**src/hdl/dwlp_pkg.sv**
```systemverilog
// Shared types and constants for the dual-wheel low-speed PI loop.
package dwlp_pkg;

  // Fixed field widths
  localparam int GOAL_W   = 16;
  localparam int MEAS_W   = 24;
  localparam int CMD_W    = 16;
  localparam int GAIN_W   = 16;
  localparam int LIMIT_W  = 15;
  localparam int GAIN_FRAC = 16;
  localparam int CFG_INDEX_W = 3;
  localparam int CFG_DATA_W  = 16;

  // Parameter defaults
  localparam int SENSOR_FRAC_BITS_DEF = 8;
  localparam int ACC_WIDTH_DEF        = 48;

  // Register reset values
  localparam logic [GAIN_W-1:0]  PROP_GAIN_RST  = 16'd49152;
  localparam logic [GAIN_W-1:0]  INTEG_GAIN_RST = 16'd2949;
  localparam logic [LIMIT_W-1:0] MIN_GOAL_RST   = 15'd2;
  localparam logic [LIMIT_W-1:0] MAX_GOAL_RST   = 15'd10;
  localparam logic [LIMIT_W-1:0] OUT_LIMIT_RST  = 15'd13;

  // Item kinds
  localparam logic KIND_GOAL   = 1'b0;
  localparam logic KIND_SENSOR = 1'b1;

  // Register indexes
  typedef enum logic [CFG_INDEX_W-1:0] {
    REG_PROP_GAIN  = 3'd0,
    REG_INTEG_GAIN = 3'd1,
    REG_MIN_GOAL   = 3'd2,
    REG_MAX_GOAL   = 3'd3,
    REG_OUT_LIMIT  = 3'd4
  } cfg_reg_t;

  // Current register settings
  typedef struct packed {
    logic [GAIN_W-1:0]  prop_gain;
    logic [GAIN_W-1:0]  integ_gain;
    logic [LIMIT_W-1:0] min_goal;
    logic [LIMIT_W-1:0] max_goal;
    logic [LIMIT_W-1:0] out_limit;
  } cfg_t;

endpackage

```
**src/hdl/dwlp_wheel.sv**
```systemverilog
// One wheel of the PI loop: state registers and the combinational update path.
module dwlp_wheel #(
  parameter int SENSOR_FRAC_BITS = dwlp_pkg::SENSOR_FRAC_BITS_DEF,
  parameter int ACC_WIDTH        = dwlp_pkg::ACC_WIDTH_DEF
) (
  input  logic                                   clk,
  input  logic                                   rst,
  input  logic                                   update,
  input  logic                                   kind,
  input  logic signed [dwlp_pkg::GOAL_W-1:0]     goal_in,
  input  logic signed [dwlp_pkg::MEAS_W-1:0]     meas_in,
  input  dwlp_pkg::cfg_t                         cfg,
  output logic                                   enabled_next,
  output logic signed [dwlp_pkg::CMD_W-1:0]      command
);

  localparam int GOAL_W    = dwlp_pkg::GOAL_W;
  localparam int MEAS_W    = dwlp_pkg::MEAS_W;
  localparam int GAIN_W    = dwlp_pkg::GAIN_W;
  localparam int LIMIT_W   = dwlp_pkg::LIMIT_W;
  localparam int CMD_W     = dwlp_pkg::CMD_W;
  localparam int ACC_FRAC  = SENSOR_FRAC_BITS + dwlp_pkg::GAIN_FRAC;
  localparam int GOAL_SH_W = GOAL_W + SENSOR_FRAC_BITS;
  localparam int ERR_W     = ((GOAL_SH_W > MEAS_W) ? GOAL_SH_W : MEAS_W) + 1;
  localparam int DIFF_W    = ERR_W + 1;
  localparam int P1_W      = DIFF_W + GAIN_W + 1;
  localparam int P2_W      = ERR_W + GAIN_W + 1;
  localparam int DELTA_W   = P1_W + 1;
  localparam int PRE_W     = GOAL_W + ACC_FRAC;
  localparam int MAX_A     = (ACC_WIDTH > DELTA_W) ? ACC_WIDTH : DELTA_W;
  localparam int WIDE_W    = ((MAX_A > PRE_W) ? MAX_A : PRE_W) + 1;
  localparam int RND_W     = ACC_WIDTH + 1;
  localparam int Q_W       = RND_W - ACC_FRAC;
  localparam int CMP_W     = (Q_W > LIMIT_W) ? Q_W : LIMIT_W;
  localparam int MAG_W     = GOAL_W + 1;

  // Saturation bounds of the accumulator, held in the wide adder format
  localparam logic signed [WIDE_W-1:0] ACC_HI =
    {{(WIDE_W-ACC_WIDTH+1){1'b0}}, {(ACC_WIDTH-1){1'b1}}};
  localparam logic signed [WIDE_W-1:0] ACC_LO = ~ACC_HI;
  localparam logic [RND_W-1:0] RND_HALF =
    {{(RND_W-ACC_FRAC){1'b0}}, 1'b1, {(ACC_FRAC-1){1'b0}}};

  // State
  logic signed [GOAL_W-1:0]    goal;
  logic signed [ACC_WIDTH-1:0] acc;
  logic signed [ERR_W-1:0]     prev_err;
  logic                        enabled;

  logic signed [ERR_W-1:0]     goal_ext;
  logic signed [ERR_W-1:0]     meas_ext;
  logic signed [ERR_W-1:0]     err;
  logic signed [DIFF_W-1:0]    diff;
  logic signed [P1_W-1:0]      p1;
  logic signed [P2_W-1:0]      p2;
  logic signed [DELTA_W-1:0]   delta;
  logic signed [WIDE_W-1:0]    sum_wide;
  logic signed [WIDE_W-1:0]    pre_wide;
  logic signed [WIDE_W-1:0]    sel_wide;
  logic signed [ACC_WIDTH-1:0] acc_sat;
  logic [MAG_W-1:0]            goal_mag;
  logic                        in_window;
  logic                        acc_neg;
  logic [ACC_WIDTH-1:0]        acc_mag;
  logic [RND_W-1:0]            rnd;
  logic [CMP_W-1:0]            q_ext;
  logic [LIMIT_W-1:0]          q_cl;
  logic signed [CMD_W-1:0]     loop_cmd;

  // Error in sensor fixed point and its change since the last sample
  always_comb begin
    goal_ext = ERR_W'(goal);
    meas_ext = ERR_W'(meas_in);
    err      = (goal_ext <<< SENSOR_FRAC_BITS) - meas_ext;
    diff     = DIFF_W'(err) - DIFF_W'(prev_err);
  end

  // Two gain products, exact
  always_comb begin
    p1    = diff * $signed({1'b0, cfg.prop_gain});
    p2    = err * $signed({1'b0, cfg.integ_gain});
    delta = DELTA_W'(p1) + DELTA_W'(p2);
  end

  // Accumulator: preset on a goal item, saturating add on a sensor item
  always_comb begin
    sum_wide = WIDE_W'(acc) + WIDE_W'(delta);
    pre_wide = WIDE_W'(goal_in) <<< ACC_FRAC;
    sel_wide = (kind == dwlp_pkg::KIND_SENSOR) ? sum_wide : pre_wide;
    if (sel_wide > ACC_HI) begin
      acc_sat = ACC_HI[ACC_WIDTH-1:0];
    end else if (sel_wide < ACC_LO) begin
      acc_sat = ACC_LO[ACC_WIDTH-1:0];
    end else begin
      acc_sat = sel_wide[ACC_WIDTH-1:0];
    end
  end

  // Enable window on the goal magnitude
  always_comb begin
    goal_mag  = goal_in[GOAL_W-1] ? (MAG_W'(0) - MAG_W'(goal_in)) : MAG_W'(goal_in);
    in_window = (goal_mag >= MAG_W'(cfg.min_goal)) && (goal_mag <= MAG_W'(cfg.max_goal));
    enabled_next = (kind == dwlp_pkg::KIND_SENSOR) ? enabled : in_window;
  end

  // Round half away from zero, then clamp to the output limit
  always_comb begin
    acc_neg  = acc_sat[ACC_WIDTH-1];
    acc_mag  = acc_neg ? (ACC_WIDTH'(0) - acc_sat) : acc_sat;
    rnd      = {1'b0, acc_mag} + RND_HALF;
    q_ext    = CMP_W'(rnd[RND_W-1:ACC_FRAC]);
    q_cl     = (q_ext > CMP_W'(cfg.out_limit)) ? cfg.out_limit : q_ext[LIMIT_W-1:0];
    loop_cmd = acc_neg ? -$signed({1'b0, q_cl}) : $signed({1'b0, q_cl});
  end

  // Command select: goal pass-through unless closed loop on a sample
  always_comb begin
    if (kind == dwlp_pkg::KIND_GOAL) begin
      command = goal_in;
    end else if (enabled) begin
      command = loop_cmd;
    end else begin
      command = goal;
    end
  end

  // State update
  always_ff @(posedge clk) begin
    if (rst) begin
      goal     <= '0;
      acc      <= '0;
      prev_err <= '0;
      enabled  <= 1'b0;
    end else if (update) begin
      enabled <= enabled_next;
      if (kind == dwlp_pkg::KIND_GOAL) begin
        goal     <= goal_in;
        acc      <= acc_sat;
        prev_err <= '0;
      end else begin
        prev_err <= err;
        if (enabled) begin
          acc <= acc_sat;
        end
      end
    end
  end

endmodule

```
**config.mk**
```make
export PLATFORM = sky130hd
export DESIGN_NAME = dwlp_wheel
export DESIGN_NICKNAME = d
export VERILOG_FILES = /design/src/hdl/dwlp_pkg.sv /design/src/hdl/dwlp_wheel.sv
export SDC_FILE = /design/constraint.sdc
export NUM_CORES = 2
export LEC_CHECK = 0
export CAP_MARGIN = 0
export CORE_UTILIZATION = 35
export CTS_BUF_LIST = sky130_fd_sc_hd__clkbuf_2
export CTS_CLUSTER_DIAMETER = 150
export CTS_CLUSTER_SIZE = 14
export DETAILED_ROUTE_END_ITERATION = 16
export DONT_BUFFER_PORTS = 1
export HOLD_SLACK_MARGIN = 0.02
export MAX_ROUTING_LAYER = met4
export PLACE_DENSITY = 0.56
export SLEW_MARGIN = 0
export SYNTH_ARGS = -nofsm -noshare
export SYNTH_HDL_FRONTEND = slang
export SYNTH_SLANG_ARGS = --single-unit
```
**constraint.sdc**
```tcl
create_clock -name clk -period 23.4 [get_ports clk]
set_clock_uncertainty 0.05 [all_clocks]
set_input_delay 2.34 -clock clk [delete_from_list [all_inputs] [get_ports clk]]
set_output_delay 2.34 -clock clk [all_outputs]
set_load 0.03 [all_outputs]
```
* Word level (Yosys, flattened, before mapping)
Index checks and enable logic that the tools add are counted.
** Storage, ports and cells
- Register bits :: 90
- Latch bits :: 0
- RAM bits :: 0
- Bits in read-only memories :: 0
- Output and inout bits :: 17
- Logic and storage cells :: 37
- Memories :: 0
** Cells by class
- $add $sub $neg :: 8
- Multipliers :: 2
- Divide/modulo/power cells :: 0
- Magnitude comparators :: 5
- Equal/unequal tests :: 1
- Shift operators :: 0
- Multiplexer cells :: 13
- Bitwise logic cells :: 1
- Reductions and logical operators :: 3
** Operators by type and width (number)
- 2-to-1 mux 48 bit :: 5
- adder 48 x 24 -> 49 bit, second input constant :: 1
- adder 48 x 44 -> 49 bit :: 1
- > comparator 49 x 48 -> 1 bit, second input constant :: 1
- < comparator 49 x 48 -> 1 bit, second input constant :: 1
- 2-to-1 mux 49 bit :: 1
- 2-to-1 mux 16 bit :: 3
- subtractor 1 x 48 -> 48 bit, first input constant :: 1
- adder 43 x 42 -> 44 bit :: 1
- multiplier 26 x 17 -> 43 bit :: 1
- multiplier 25 x 17 -> 42 bit :: 1
- subtractor 25 x 25 -> 26 bit :: 1
- > comparator 25 x 15 -> 1 bit :: 1
- 2-to-1 mux 25 bit :: 1
- subtractor 24 x 24 -> 25 bit :: 1
- >= comparator 17 x 15 -> 1 bit :: 1
- <= comparator 17 x 15 -> 1 bit :: 1
- 2-to-1 mux 17 bit :: 1
- subtractor 1 x 16 -> 17 bit, first input constant :: 1
- negation 15 -> 16 bit :: 1
- 2-to-1 mux 15 bit :: 1
- AND reduction 2 bit :: 2
- inequality test 2 x 1 -> 1 bit, second input constant :: 1
- logical AND 1 bit :: 1
- other kinds (2) :: 2

* Longest topological paths before layout
- Depth after elaboration :: 18
- Mapped depth :: 92
- Gate-level depth less buffers :: 83

* Worst setup path after synthesis
No wires, ideal clock.
- Path kind :: input to output
- Start :: input port meas_in[0] (netlist name)
- End :: output port command[14] (netlist name)
- Data arrival time :: 20556 ps
- Required time :: 21010 ps
- Setup slack :: 454 ps
- Stages on the path :: 88
- Path buffers :: 10
- Cell sequence :: clkbuf_1 -> clkbuf_1 -> inv_1 -> ha_1 -> a31oi_1 -> nor2b_1 -> o21a_1 -> o21a_1 -> o21a_1 -> o21a_1 -> o21a_1 -> o21a_1 -> o21a_1 -> o21a_1 -> o21ai_0 -> a21oi_1 -> nor3_1 -> nor2_1 -> (+52 left out) -> a211oi_1 -> o21ai_0 -> a32oi_1 -> o2111ai_1 -> and4bb_1 -> buf_6 -> buf_6 -> mux2i_1 -> ha_1 -> nand2_1 -> nor3_1 -> and3_1 -> nand2_1 -> o41ai_1 -> xnor2_1 -> nor2_1 -> a21oi_1 -> o21ai_1
** Between the ends
- Longest elaborated chain between the ends :: 18
- Elaborated cells on any way between the ends :: 20
** RTL lines
- from (decl) :: line dwlp_wheel.sv:11 : input logic signed [dwlp_pkg::MEAS_W-1:0] meas_in,
- subtractor 24 x 24 -> 25 bit (*) :: line dwlp_wheel.sv:74 : err = (goal_ext <<< SENSOR_FRAC_BITS) - meas_ext;
- subtractor 25 x 25 -> 26 bit :: line dwlp_wheel.sv:75 : diff = DIFF_W'(err) - DIFF_W'(prev_err);
- multiplier 26 x 17 -> 43 bit :: line dwlp_wheel.sv:80 : p1 = diff * $signed({1'b0, cfg.prop_gain});
- adder 43 x 42 -> 44 bit (*) :: line dwlp_wheel.sv:82 : delta = DELTA_W'(p1) + DELTA_W'(p2);
- adder 48 x 44 -> 49 bit (*) :: line dwlp_wheel.sv:87 : sum_wide = WIDE_W'(acc) + WIDE_W'(delta);
- 2-to-1 mux 49 bit (*) :: line dwlp_wheel.sv:89 : sel_wide = (kind == dwlp_pkg::KIND_SENSOR) ? sum_wide : pre_wide;
- < comparator 49 x 48 -> 1 bit :: line dwlp_wheel.sv:92 : end else if (sel_wide < ACC_LO) begin
- 2-to-1 mux 48 bit :: line dwlp_wheel.sv:92
- (+2 left out)
- 2-to-1 mux 48 bit :: line dwlp_wheel.sv:109 : acc_mag = acc_neg ? (ACC_WIDTH'(0) - acc_sat) : acc_sat;
- adder 48 x 24 -> 49 bit :: line dwlp_wheel.sv:110 : rnd = {1'b0, acc_mag} + RND_HALF;
- > comparator 25 x 15 -> 1 bit :: line dwlp_wheel.sv:112 : q_cl = (q_ext > CMP_W'(cfg.out_limit)) ? cfg.out_limit : q_ext[LIMIT_W-1:0];
- 2-to-1 mux 15 bit :: line dwlp_wheel.sv:112
- negation 15 -> 16 bit :: line dwlp_wheel.sv:113 : loop_cmd = acc_neg ? -$signed({1'b0, q_cl}) : $signed({1'b0, q_cl});
- 2-to-1 mux 16 bit (*) :: line dwlp_wheel.sv:113
- 2-to-1 mux 16 bit (*) :: line dwlp_wheel.sv:120 : end else if (enabled) begin
- 2-to-1 mux 16 bit (*) :: line dwlp_wheel.sv:118 : if (kind == dwlp_pkg::KIND_GOAL) begin
- to (decl) :: line dwlp_wheel.sv:14 : output logic signed [dwlp_pkg::CMD_W-1:0] command
Every way passes the cells marked *; elsewhere a longest branch is shown, timed or not.

* Worst setup path in the final report
- Start :: input port meas_in[8] (netlist name)
- End :: output port command[14] (netlist name)
Same word-level chain as after synthesis.

==> out/results.tsv <==
metric	value	unit
synth_cells	4927	
htree_levels	3	
die_h	351	um
start_kind	input pin	
synth-seq-area-share	4.23	%
multi_input_area	35700	um2
first_global_vias	34500	
cts_tree	done	
core	120000	um2
synth_cell_types	92	
async_reset_ff_share	0	%
track_usage	22.0	%
finalSetupViolations	0	
finalHoldViolCount	0	
ff_latch_area	1800	um2
max_slew.worst_pin.slew	1.24	ns
required	21.01	ns
yosysTopAreaCellShare	46.1	%
vias	32400	
drc_errors	0	
cp_data_arrival_time	20.02	ns
fin_nets	6199	
place.port_buffers	0	
syn_nets	6298	
cp_slowest_stage_delay	0.62	ns
slew-limit-headroom	17.2	%
worstHoldPathType	reg2reg	
antenna_found_initial	9	
drv_cap	0	
fin_ws	0.990	ns
place_area	44500	um2
status	complete, no violations	
clk_latency	0.84	ns
synth.largest_area_cell	fa_1	
fillers	12500	
design_area	45000	um2
synth_area	42600	um2
postRouteWirelength	126000	um
die_area	123000	um2
yosys_warnings	0	
first_pass_iters	7	
numCtsBuffers	9	
numClockSinks	90	
ys.flop_type	dfxtp_1	
setup_tns	0	ns
grt-ovfl-total	0	
wl_per_cell	19.5	um
io_pins	138	
ctsLongestPathBuffers	2	
start_util	35.4	%
clock-root-buffer	clkbuf_2	
layout_commonest_cell	inv_1	
ant_nets	0	
end_kind	output pin	
crit_fanout	19	
min_period	22.41	ns
critPathKind	in2out	
cp_slowest_cell	fa_1	
path_clk_slew	0.27	ns
syn2layout_area_growth	5.64	%
cts-hold-fix-buffers	0	
fin_crit_sh	95.8	%
vias_per_cell	5.02	
drv_slew	0	
synth-edff-count	0	
synthTopCellsByArea	fa_1 (46%), inv_1 (11%), ha_1 (7.9%), and2_1 (5.9%), nand2_1 (5.1%)	
crit_top_cell	o21a_1	
fp-row-count	127	
fin_util	37.4	%
fmax	44.6	MHz
drive_gt1_share	4.32	%
drt_iter0_markers	1888	
synth.ff_latch_count	90	
layout_common_cells	inv_1 (1200), fa_1 (978), nand2_1 (576)	
synth_area_per_cell	8.64	um2
place_ws	-0.0228	ns
grt_pass1_wl	204000	um
die_w	351	um
gp_congestion	0.958	
grt_start_max_net_pins	95	
dpl.hpwl	109000	um
[path summary, 6_finish.rpt]
path	startpoint	end	slack (ns)	depth (start not counted)
setup / recovery	meas_in[8]	command[14]	0.99	85
hold / removal	acc[38]$_SDFFE_PP0P_	acc[38]$_SDFFE_PP0P_	0.43	2
setup reg to reg	goal[0]$_SDFFE_PP0P_	acc[7]$_SDFFE_PP0P_	9.82	49
hold reg to reg	acc[38]$_SDFFE_PP0P_	acc[38]$_SDFFE_PP0P_	0.43	2
[metal layers]
layer  vias to the layer above  global-route usage, %  part of all wire (%)
met3                       129                   3.62                   6.4
met5                         -                      -                     0
li1                      14600                      -                     -
met1                     16800                   30.8                    47
met4                         0                   3.89                   1.7
met2                       860                   33.7                    45
[synthesized netlist by cell type (all sizes together) (17+ instances only)]
master / count
o21a: 52
mux2i: 23
xor2: 45
fa: 980
clkbuf: 187
nand2: 579
o21ai: 93
o211ai: 17
xnor2: 97
nor2b: 31
a31oi: 22
dfxtp: 90
a21o: 38
a2bb2oi: 20
nor2: 182
inv: 1206
nand4: 23
a21oi: 168
buf: 25
nand3: 32
nand2b: 22
ha: 270
o31ai: 18
nor3: 51
a211oi: 51
and2: 404
[what timing repair did]
item | CTS | global route
endpoints found under the setup margin | 1 | 13
gates resized for setup | 5 | 64
setup buffers | 0 | 14
pin swaps | 0 | 10
[flip-flops by register name, indices dropped and copies added (netlist names)]
signal    flops
acc          48
prev_err     25
goal         16
enabled       1
[critical path: cells and delay by family]
kind	cells	cell delay, ns
mux	2	0.48
xor+xnor	3	0.50
simple gates	18	2.77
compound gates	36	6.69
buf+inv	12	1.26
fa+ha+maj	14	5.97
[kinds of logic after synthesis]
family / count (synthesis) / synth area share [%]
buffers and inverters: 1418 / 12.6
AND/OR/NAND/NOR: 1406 / 16.2
adder cells (fa/ha/maj): 1250 / 54.0
AO/OA/AOI/OAI: 597 / 9.44
XOR/XNOR: 142 / 2.92
flip-flops: 90 / 4.23
multiplexers: 24 / 0.567
[cell type report]
cell class / count / share of cell area, %
clock buffers: 10 / 0.111
well taps: 1612 / 4.48
repair buffers: 102 / 1.79
flip-flops and latches: 90 / 4.01
inverters: 1206 / 10.1
diodes: 8 / 0.0445
multi-input cells: 3419 / 79.4
clock inverters: 6 / 0.108
[through the flow]
step                cells  hold WS, ns
global route         6452        0.446
floorplan            4927        0.386
global placement     6415        0.404
detailed placement   6415        0.406
finish               6453        0.432
CTS                  6431        0.435
Power is not shown: default switching activity piles up to over one toggle a cycle in this logic, so the estimate is an artifact.
