## config.mk

```make
export PLATFORM = sky130hd
export DESIGN_NAME = dwlp_cfg_regs
export DESIGN_NICKNAME = d
export VERILOG_FILES = /design/src/hdl/dwlp_pkg.sv /design/src/hdl/dwlp_cfg_regs.sv
export SDC_FILE = /design/constraint.sdc
export NUM_CORES = 1
export LEC_CHECK = 0
export BUFFER_PORTS_ARGS = -buffer_cell sky130_fd_sc_hd__buf_2
export CORE_MARGIN = 3
export CORE_UTILIZATION = 54
export DETAILED_ROUTE_END_ITERATION = 10
export GPL_TIMING_DRIVEN = 0
export PLACE_DENSITY = 0.84
export SLEW_MARGIN = 20
export SYNTH_ARGS = -nofsm -noshare
export SYNTH_HDL_FRONTEND = slang
export SYNTH_SLANG_ARGS = --single-unit
```

## constraint.sdc

```tcl
create_clock -name clk -period 2.2 [get_ports clk]
set_input_delay 0.11 -clock clk [delete_from_list [all_inputs] [get_ports clk]]
set_output_delay 0.11 -clock clk [all_outputs]
set_load 0.005 [all_outputs]
```

## src/hdl/dwlp_pkg.sv

```systemverilog
// Shared types and constants for the dual-wheel low-speed PI loop.
package dwlp_pkg;

  // Fixed field widths
  localparam int GOAL_W   = 16;
  localparam int MEAS_W   = 24;
  localparam int CMD_W    = 16;
  localparam int GAIN_W   = 16;
  localparam int LIMIT_W  = 15;
  localparam int GAIN_FRAC = 16;
  localparam int CFG_INDEX_W = 3;
  localparam int CFG_DATA_W  = 16;

  // Parameter defaults
  localparam int SENSOR_FRAC_BITS_DEF = 8;
  localparam int ACC_WIDTH_DEF        = 48;

  // Register reset values
  localparam logic [GAIN_W-1:0]  PROP_GAIN_RST  = 16'd49152;
  localparam logic [GAIN_W-1:0]  INTEG_GAIN_RST = 16'd2949;
  localparam logic [LIMIT_W-1:0] MIN_GOAL_RST   = 15'd2;
  localparam logic [LIMIT_W-1:0] MAX_GOAL_RST   = 15'd10;
  localparam logic [LIMIT_W-1:0] OUT_LIMIT_RST  = 15'd13;

  // Item kinds
  localparam logic KIND_GOAL   = 1'b0;
  localparam logic KIND_SENSOR = 1'b1;

  // Register indexes
  typedef enum logic [CFG_INDEX_W-1:0] {
    REG_PROP_GAIN  = 3'd0,
    REG_INTEG_GAIN = 3'd1,
    REG_MIN_GOAL   = 3'd2,
    REG_MAX_GOAL   = 3'd3,
    REG_OUT_LIMIT  = 3'd4
  } cfg_reg_t;

  // Current register settings
  typedef struct packed {
    logic [GAIN_W-1:0]  prop_gain;
    logic [GAIN_W-1:0]  integ_gain;
    logic [LIMIT_W-1:0] min_goal;
    logic [LIMIT_W-1:0] max_goal;
    logic [LIMIT_W-1:0] out_limit;
  } cfg_t;

endpackage

```

## src/hdl/dwlp_cfg_regs.sv

```systemverilog
// Configuration register file for the dual-wheel PI loop.
module dwlp_cfg_regs (
  input  logic                              clk,
  input  logic                              rst,
  input  logic                              cfg_valid,
  output logic                              cfg_ready,
  input  logic [dwlp_pkg::CFG_INDEX_W-1:0]  cfg_index,
  input  logic [dwlp_pkg::CFG_DATA_W-1:0]   cfg_data,
  output dwlp_pkg::cfg_t                    cfg
);

  // Writes are always accepted
  assign cfg_ready = 1'b1;

  // Register write decode; unknown indexes are dropped
  always_ff @(posedge clk) begin
    if (rst) begin
      cfg.prop_gain  <= dwlp_pkg::PROP_GAIN_RST;
      cfg.integ_gain <= dwlp_pkg::INTEG_GAIN_RST;
      cfg.min_goal   <= dwlp_pkg::MIN_GOAL_RST;
      cfg.max_goal   <= dwlp_pkg::MAX_GOAL_RST;
      cfg.out_limit  <= dwlp_pkg::OUT_LIMIT_RST;
    end else if (cfg_valid && cfg_ready) begin
      unique case (dwlp_pkg::cfg_reg_t'(cfg_index))
        dwlp_pkg::REG_PROP_GAIN:  cfg.prop_gain  <= cfg_data;
        dwlp_pkg::REG_INTEG_GAIN: cfg.integ_gain <= cfg_data;
        dwlp_pkg::REG_MIN_GOAL:   cfg.min_goal   <= cfg_data[dwlp_pkg::LIMIT_W-1:0];
        dwlp_pkg::REG_MAX_GOAL:   cfg.max_goal   <= cfg_data[dwlp_pkg::LIMIT_W-1:0];
        dwlp_pkg::REG_OUT_LIMIT:  cfg.out_limit  <= cfg_data[dwlp_pkg::LIMIT_W-1:0];
        default: ;
      endcase
    end
  end

endmodule

```

Yosys cells after proc, flatten, opt, wreduce, memory -nomap -nowiden
Cells that the tools add are included.
Storage, ports and cells
  bits in registers: 77
  latch bits: 0
  memory bits (writable): 0
  memory bits (read-only): 0
  input bits: 22
  output and inout bits: 78
  memories kept: 0
Cells by class
  $add $sub $neg: 0
  $mul: 0
  divide/modulo/power cells: 0
  magnitude comparators: 0
  equal/unequal tests: 4
  shift operators: 0
  multiplexer cells: 0
  bitwise gates (word level): 0
  reduce and logical (&&, ||, !) cells: 6
Operators by type and width (number)
  2-bit AND reduction: 5
  3-bit by 2-bit equality test with 1-bit output, second input constant: 2
  3-bit by 1-bit equality test with 1-bit output, second input constant: 1
  3-bit equality test, second input constant: 1
  3-bit logical NOT: 1

Logic depth before layout (Yosys ltp)
Gate-level depths: netlist of run 1.
  depth after elaboration: 2
  mapped depth: 5
  depth with buffers taken out: 2

Least setup slack after synthesis of run 1
OpenSTA, ideal clock, no wires.
  path type: input-to-reg
  start point: in cfg_index[0] (netlist name)
  end point: reg cfg[66] (netlist name)
  library setup time: 0.122 ns
  arrival: 0.913 ns
  required time: 2.078 ns
  setup slack: 1.165 ns
  cell stages on the path: 3
  path buffers: 1
  cell sequence: or4b_1 -> buf_4 -> mux2i_1
Between the ends
  word-level cells in the longest chain between the ends: 2
Ends and longest elaborated chain
  start: declaration: RTL line dwlp_cfg_regs.sv:7  | input logic [dwlp_pkg::CFG_INDEX_W-1:0] cfg_index,
  3-bit logical NOT: RTL line dwlp_cfg_regs.sv:24  | unique case (dwlp_pkg::cfg_reg_t'(cfg_index))
  2-bit AND reduction (no source line)
  end: declaration: RTL line dwlp_cfg_regs.sv:9  | output dwlp_pkg::cfg_t cfg
Every way passes these cells.
A chain may end at the register's enable or synchronous reset.

Worst setup path after layout of run 1
  start point: in cfg_index[1] (netlist name)
  end point: reg cfg[10] (netlist name)
Between the ends
  word-level cells in the longest chain between the ends: 2
Ends and longest elaborated chain (RTL line)
  3-bit equality test: dwlp_cfg_regs.sv:24
  2-bit AND reduction (no source line)
Every way passes these cells.

==> results of run 1 <==
## layout make-up
cell class | instances | area [µm²]
Tap cell | 70 | 87.6
Sequential cell | 77 | 1540
Timing Repair Buffer | 97 | 485
Multi-Input combinational cell | 189 | 1450
Buffer | 21 | 103
Fill cell | 399 | 1410
Clock buffer | 13 | 169
Clock inverter | 3 | 90.1
## power by group through the flow
stage                     logic [µW]  registers, µW  clock network (µW)
final                            214           1440                1350
after global routing             235           1440                1420
after CTS                        216           1440                1360
after detailed placement         215           1470                   0
after global placement           209           1470                   0
after floorplan                  119           1470                   0
## stage by stage
| stage | worst slack (ns) | instances | hold WS, ns |
|---|---|---|---|
| floorplan | 1.16 | 287 | 0.265 |
| global placement | 0.969 | 454 | 0.387 |
| detailed placement | 0.895 | 454 | 0.397 |
| CTS | 1.24 | 470 | 0.0314 |
| global route | 1.19 | 470 | 0.0587 |
| finish | 1.24 | 470 | 0.0455 |
## worst paths after layout
kind	end	slack, ns
setup reg to reg	cfg[45]	1.53
setup / recovery	cfg[10]	1.24
hold / removal	cfg[53]	0.05
hold reg to reg	cfg[57]	0.48
## routing by layer
| metal | share of wire (%) | global-route usage [%] |
|---|---|---|
| met5 | 0 | 0 |
| met1 | 47 | 30.1 |
| met3 | 6.8 | 7.24 |
| met4 | 0.95 | 7.81 |
| met2 | 46 | 39.3 |
## cell usage in the layout, fill, tap and decap left out, drive strengths merged
cell type    n
and4bb       1
buf        110
bufinv       3
clkbuf      21
conb         1
dfxtp       77
mux2i       77
nand2b      79
nand4b       1
nand4bb      3
nor2        24
nor4b        1
nor4bb       1
or4b         1
## critical path, stage by stage
cell and delay (ns):
buf_2 0.15, nand4bb_1 0.14, buf_2 0.22, buf_2 0.36, mux2i_1 0.24
## cell families after synthesis
kind of cell	Yosys count	synth area share (%)
flip-flops	77	49.8
buffers and inverters	21	3.32
AND/OR/NAND/NOR	111	21.8
multiplexers	77	24.9
other	1	0.121
==> metrics, run 1 <==
status completed; DRT Pass-1 Iters 4; Max Root-Sink Buffers 2; hold_sp cfg_data[8]; largest registers cfg: 77 flops; Crit Path Class in -> reg; top cell type's share of synthesized area about half; crit path capture type flip-flop; FF+latch count, synth 77; async set-reset flop share out of synthesis 0%; P_leak 0.00200 µW; hold-fix buffers at CTS 0; reg-to-reg critical path startpoint cfg[45]; mean number of vias per cell 5.09; maximum VDD drop 0.483 mV; Worst-path clk slew 0.08 ns; Seq/Total Area, Yosys between 40% and 50%; P&R area growth vs syn 26.9%; share of post-route cells with drive strength above 1 about a third; drt drc 0; post-DR wirelength/cell between 15 and 20 µm; logic gate share of total power 7.1%; crit-path max FO 10; sw frac roughly a fifth; detailed router's first-iteration violation count 71; Required @ worst endpoint 2.47 ns; TritonCTS Buffers 9; Pins Over Slew Limit 0; number of setup buffers added after CTS 0; vias in the first global route 2409; Critical Path Start Type input pin; I/O Buffers 97; skew final 0 ns; TritonCTS clock tree done; crit path time final 0.960 ns; count leader, synth nand2b_1; Final Cycle Share 43.6%; Rows 26; Net Switching 634 µW; Initial Util between 50% and 60%; Routability Congestion 0.779; PostCTS Resize Cnt 0; CTS Sinks 77; die area 6670 µm²; H-tree Lvls 3; Final Hold Fails 0; die span in x 81.7 µm; DP Area 3670 µm²; clk_lat worst skew 0.34 ns; first-pass GRT wire length 12.0 mm; All-Layer GR Usage 23.9%; Seq pwr share 47.9%; Critical Path AT 1.23 ns; Mapped Cells roughly 290; Overall Power roughly 3000 µW; Core Util, Final 73.6%; # setup viols final 0; Reg2Reg Depth 2; die height 81.7 µm; fin nets approximately 420; syn_nets 309; Post-synth top cells nand2b_1, dfxtp_1, mux2i_1; final wirelength 7.44 mm; Post-synth EDFFs 0; Root Driver clkbuf_8; Cell Int Power 2370 µW; max reg flops 77; I/O pin cnt 100; Fmax achieved 1040 MHz; count of different cell masters after synthesis 14; dpl hpwl between 5 and 6 mm; Hold Crit Depth 3; post-route cell area approximately 3900 µm²; core area 5340 µm²; Clock power frac approximately 45%; post-synth top area cell dfxtp_1; diode count 0; largest register by flop count cfg; synth warn 0; top_reg_cell synth dfxtp_1; largest net degree at the start of global routing 13; Synth area leaders dfxtp_1, mux2i_1, nand2b_1; unrepaired setup endpoints after global routing no; global route overflow 0; Mapped Avg Cell Area 10.8 µm²; max-cap viol count 0; Critical path origin cfg_index[1]; HP Class in -> reg; pwr dens 766 nW/µm²; Setup TNS Final 0 ns; Final ANT Viol Nets 0; via count of the routed design 2392; initial antenna violation count 0; Post-Syn Area approximately 3100 µm²
(Power assumes the default switching activity.)
==> run 2, diff against run 1 <==
CORE_UTILIZATION = 50   (was 54)
PLACE_DENSITY = 0.79   (was 0.84)
clock period = 0.9 ns   (was 2.2 ns; I/O delays follow)
==> run 2 against run 1 <==
  * Die area increased by 7.4%
  * Clock power increased by 110%
  * Utilization decreased by 6.5 points
  * Cell count increased by 2.8%
  * Sequential share of layout area decreased by 0.30 points
  * Sequential cell count unchanged
  * Design area increased by 1.8%
  * Register-to-register slack got worse by 1.3 ns
  * First-iteration DRC count decreased by 8.5%
  * Largest power group unchanged
  * Highest routed layer unchanged
==> metrics, run 2 (same netlist as run 1, synthesis figures left out) <==
Crit Path Class reg -> out; global route overflow 0 (unchanged); Worst-path clk slew 0.08 ns (about the same); Clock power frac 40.9% (-4.1 points); CP Buf/Inv Count 1 (-2); Fmax achieved 1150 MHz; HP Class in -> reg; post-DR wirelength/cell 15.4 µm (-3.0%); All-Layer GR Usage 21.1% (-2.8 points); Root Driver clkbuf_8; Overall Power 6900 µW (+130%); TritonCTS Buffers 9 (unchanged); Final Cycle Share 96.8%; skew final 0 ns (unchanged); crit path time final 0.871 ns; Cell Int Power 5310 µW (+120%); core area 5960 µm² (+12%); Critical Path AT 0.83 ns (-0.40 ns); Pins Over Slew Limit 0 (unchanged); DRT Pass-1 Iters 4 (unchanged); initial antenna violation count 0 (unchanged); H-tree Lvls 3 (unchanged); CP max-delay cell dfxtp_1; # setup viols final 0 (unchanged); diode count 0 (unchanged); Final ANT Viol Nets 0 (unchanged); final wirelength 7.42 mm (-0.31%); vias in the first global route 2387 (-0.91%); clk_lat worst skew 0.34 ns (about the same); commonest non-fill, non-tap cell in the layout buf_2; drt drc 0 (unchanged); most frequent cells in the layout buf_2, nand2b_1, mux2i_1, dfxtp_1, nor2_1; crit-path max FO 2 (-8); Required @ worst endpoint 0.85 ns (-1.62 ns); pwr dens 1730 nW/µm² (+130%); Seq pwr share 51.1% (+3.2 points); max reg flops 77 (unchanged); Routability Congestion 0.788 (+1.2%); largest net degree at the start of global routing 14 (+1); Max Root-Sink Buffers 2 (unchanged); die height 84.7 µm (+3.6%); largest registers cfg: 77 flops; sw frac 23.0% (+1.9 points); crit path capture type output port; fin nets 425 (+1.9%); Rows 28 (+7.7%); detailed router's first-iteration violation count 65 (-8.5%); max-cap viol count 0 (unchanged); first-pass GRT wire length 11.8 mm (-1.4%); number of setup buffers added after CTS 0 (unchanged); logic gate share of total power 8.0% (+0.9 points); dpl hpwl 5.32 mm (-1.7%); placed cells 459 (+1.1%); largest register by flop count cfg; via count of the routed design 2390 (-0.084%); P&R area growth vs syn 29.1%; mean number of vias per cell 4.95 (-2.8%); P_leak 0.00202 µW (+0.76%); crit-path max cell delay 0.36 ns (about the same); unrepaired setup endpoints after global routing no; Final Hold Fails 0 (unchanged); Setup TNS Final 0 ns (unchanged); non-filler instance count after layout 483 (+2.8%); CP delay by family, top flip-flops; Initial Util 51.9% (-6.0 points); die span in x 84.7 µm (+3.6%); hold_ws 0.0161 ns (-0.0294 ns); I/O Buffers 97 (unchanged); status completed; TritonCTS clock tree done; Critical Path Start Type flip-flop; Net Switching 1580 µW (+150%); maximum VDD drop 1.18 mV (+150%); CTS Sinks 77 (unchanged); CP Cell Sequence buf_2; I/O pin cnt 100 (unchanged); share of post-route cells with drive strength above 1 34.6% (+2.8 points); die area 7170 µm² (+7.4%)
==> run 2: what timing repair did <==
| action | 4_1_cts | 5_1_grt |
|---|---|---|
| resized for setup | 0 | 15 |
| hold buffers | 8 | 0 |
| endpoints found under the hold margin | 8 | 0 |
| endpoints found under the setup margin | 0 | 24 |
==> run 2: worst paths after layout <==
path | cells after the start | startpoint | end | slack, ns
max | 1 | cfg[26] | cfg[26] | 0.03
min | 3 | cfg_data[2] | cfg[2] | 0.02
max reg2reg | 2 | cfg[26] | cfg[26] | 0.23
min reg2reg | 2 | cfg[19] | cfg[19] | 0.48
==> run 2: power by group through the flow <==
stage | Clock, µW | Combinational, µW | Sequential, µW
floorplan | 0 | 293 | 3600
global placement | 0 | 514 | 3600
detailed placement | 0 | 526 | 3600
finish | 2820 | 553 | 3520
global route | 2980 | 602 | 3530
CTS | 2850 | 555 | 3520
==> run 2: layer usage <==
metal  up-vias  wire length [µm]  global-route usage, %  share of wire [%]
li1       1179                 -                      -                  -
met4         0               104                   8.78                1.4
met2        79              3370                   33.0                 45
met5         -                 0                      0                  0
met3        12               556                   6.77                7.5
met1      1120              3390                   27.0                 46
==> run 2: area by class of cell <==
cell class              count  area [µm²]
well taps                  75        93.8
multi-input cells         189        1450
plain buffers              21         110
clock inverters             6        87.6
repair buffers            105         566
fillers                   510        1960
clock buffers              10         128
flip-flops and latches     77        1560
==> run 2: worst reg2reg max path, delay by kind of cell (launching register included) <==
family / cells / cell delay, ns
flip-flops: 1 / 0.36
multiplexers: 1 / 0.16
AND/OR/NAND/NOR: 1 / 0.08
==> run 2: per-stage QoR <==
step           util [%]  instance area [µm²]  worst slack (ns)
2_1_floorplan         -                 3100           -0.0454
3_3_place_gp       61.8                 3680            -0.288
3_5_place_dp       61.8                 3680            -0.323
4_1_cts            66.7                 3980            0.0179
5_1_grt            67.1                 3990           0.00106
6_report           67.1                 3990            0.0292
==> run 3, diff against run 2 <==
PLACE_DENSITY = not set   (was 0.79)
PLACE_DENSITY_LB_ADDON = 0.05   (was not set)
==> run 3 against run 2 <==
  * Die area is the same
  * Combinational power shrank 2%
  * Sequential power is essentially flat
  * Utilization shrank 0.063 points
  * Setup slack gained 0.0046 ns
  * Count of clock-buffer cells in the layout grew 3
==> metrics, run 3 (same netlist as run 1, synthesis figures left out) <==
TritonCTS Buffers 9 (unchanged); non-filler instance count after layout 480 (-0.62%); via count of the routed design 2365 (-1.0%); worst hold path endpoint cfg[52]; diode count 0 (unchanged); Hold Crit Depth 3 (unchanged); skew final 0 ns (unchanged); Seq pwr share 49.2% (-1.9 points); I/O Buffers 97 (unchanged); Pins Over Slew Limit 0 (unchanged); crit-path max FO 2 (unchanged); max-cap viol count 0 (unchanged); vias in the first global route 2396 (+0.38%); drt drc 0 (unchanged); Cell Int Power 5610 µW (+5.6%); crit-path max cell delay 0.35 ns (about the same); crit path capture type output port; Routability Congestion 0.763 (-3.3%); Net Switching 1550 µW (-2.2%); fin nets 422 (-0.71%); global route overflow 0 (unchanged); All-Layer GR Usage 21.4% (+0.28 points); hold_sp cfg_data[7]; H-tree Lvls 3 (unchanged); crit path time final 0.866 ns (-0.00462 ns); die area 7170 µm² (unchanged); clk_lat worst skew 0.34 ns (about the same); post-DR wirelength/cell 15.5 µm (+0.88%); die height 84.7 µm (unchanged); number of setup buffers added after CTS 0 (unchanged); Required @ worst endpoint 0.85 ns (about the same); commonest non-fill, non-tap cell in the layout buf_2; DRT Pass-1 Iters 4 (unchanged); Initial Util 51.9% (unchanged); reg2reg end cfg[39]; CP max-delay cell dfxtp_1; placed cells 459 (unchanged); Clock power frac 43.2% (+2.3 points); # fillers 524 (+2.7%); reg-to-reg critical path startpoint cfg[39]; R2R Setup Slk 0.27 ns (+0.04 ns); largest net degree at the start of global routing 13 (-1); most frequent cells in the layout buf_2, nand2b_1, mux2i_1, dfxtp_1, nor2_1; HP Class in -> reg; die span in x 84.7 µm (unchanged); Root Driver clkbuf_8; P&R area growth vs syn 29.0% (about the same); CP delay by family, top flip-flops; largest registers cfg: 77 flops; DP Area 3680 µm² (unchanged); Crit Path Class reg -> out; maximum VDD drop 1.14 mV (-3.4%); post-route cell area 3990 µm² (about the same); Worst-path clk slew 0.08 ns (about the same); first-pass GRT wire length 11.9 mm (+0.94%); P_leak 0.00203 µW (+0.72%); logic gate share of total power 7.6% (-0.4 points); Final Cycle Share 96.2% (-0.51 points); CTS Sinks 77 (unchanged); sw frac 21.6% (-1.3 points); Fmax achieved 1150 MHz (+0.53%); dpl hpwl 5.41 mm (+1.7%); final wirelength 7.44 mm (+0.26%); Critical Path AT 0.82 ns (about the same); share of post-route cells with drive strength above 1 34.6% (about the same); mean number of vias per cell 4.93 (-0.43%); Final Hold Fails 0 (unchanged); largest register by flop count cfg; CP Buf/Inv Count 1 (unchanged); detailed router's first-iteration violation count 80 (+23%); CP Cell Sequence buf_2; Max Root-Sink Buffers 2 (unchanged); Reg2Reg Depth 2 (unchanged); status completed; TritonCTS clock tree done; Final ANT Viol Nets 0 (unchanged); max reg flops 77 (unchanged); # setup viols final 0 (unchanged); pwr dens 1790 nW/µm² (+3.9%); Critical Path Start Type flip-flop; Rows 28 (unchanged); core area 5960 µm² (unchanged); I/O pin cnt 100 (unchanged); initial antenna violation count 0 (unchanged)
-- run 3: changes by cell type in the layout (fill, tap and decap cells not counted), sizes merged --
| cell | before | now |
|---|---|---|
| clkinvlp | 3 | 0 |
| clkbuf | 19 | 22 |
| dlygate4sd3 | 8 | 5 |
-- run 3: power groups by stage --
stage / logic, µW / registers, µW / clock network (µW)
finish: 541 / 3520 / 3090
global route: 591 / 3530 / 3300
CTS: 545 / 3520 / 3160
detailed placement: 527 / 3600 / 0
global placement: 518 / 3600 / 0
floorplan: 293 / 3600 / 0
-- run 3: layout make-up --
cell class | instances | area [µm²] | area share, %
Clock buffer | 13 | 179 | 4.48
Clock inverter | 3 | 65.1 | 1.63
Timing Repair Buffer | 102 | 536 | 13.4
Multi-Input combinational cell | 189 | 1450 | 36.4
Buffer | 21 | 110 | 2.76
Sequential cell | 77 | 1550 | 38.9
Tap cell | 75 | 93.8 | 2.35
-- run 3: how the worst max path moves through the flow --
stage                 startpoint       to  slack (ns)  cells past startpoint
CTS                      cfg[39]  cfg[39]      0.0002                      1
detailed placement  cfg_index[1]  cfg[13]       -0.37                      5
global placement    cfg_index[1]  cfg[12]       -0.29                      5
finish                    cfg[7]   cfg[7]        0.03                      1
floorplan           cfg_index[0]  cfg[66]       -0.05                      3
global route        cfg_index[2]  cfg[25]       -0.01                      4
-- run 3: worst reg2reg max path, stage by stage (launching register included) --
cell	delay [ns]
dfxtp_2	0.34
nand2b_1	0.06
mux2i_1	0.15
-- run 3: metrics by stage --
| stage | total power [µW] | worst slack, ns | utilization (%) | hold slack (ns) | TNS [ns] |
|---|---|---|---|---|---|
| 6_report | 7160 | 0.0338 | 67.0 | 0.00538 | 0 |
| 5_1_grt | 7420 | -0.0118 | 67.0 | 0.0199 | -0.0118 |
| 4_1_cts | 7230 | 0.000186 | 66.7 | 0.000539 | 0 |
| 3_5_place_dp | 4130 | -0.370 | 61.8 | 0.336 | -14.96 |
| 3_3_place_gp | 4110 | -0.295 | 61.8 | 0.319 | -12.68 |
| 2_1_floorplan | 3900 | -0.0454 | - | 0.200 | -0.402 |
-- run 3: what timing repair did --
item	in CTS	in global routing
resized for setup	0	13
endpoints found under the setup margin	0	20
hold endpoints to repair	6	0
hold buffers	5	0
-- run 3: per-layer routing --
| layer | GRT usage [%] | wire length, µm | share of wire [%] | vias to the layer above |
|---|---|---|---|---|
| li1 | - | - | - | 1172 |
| met2 | 35.1 | 3470 | 47 | 66 |
| met1 | 27.0 | 3380 | 45 | 1112 |
| met4 | 9.35 | 158 | 2.1 | 0 |
| met5 | 0 | 0 | 0 | - |
| met3 | 4.61 | 434 | 5.8 | 15 |
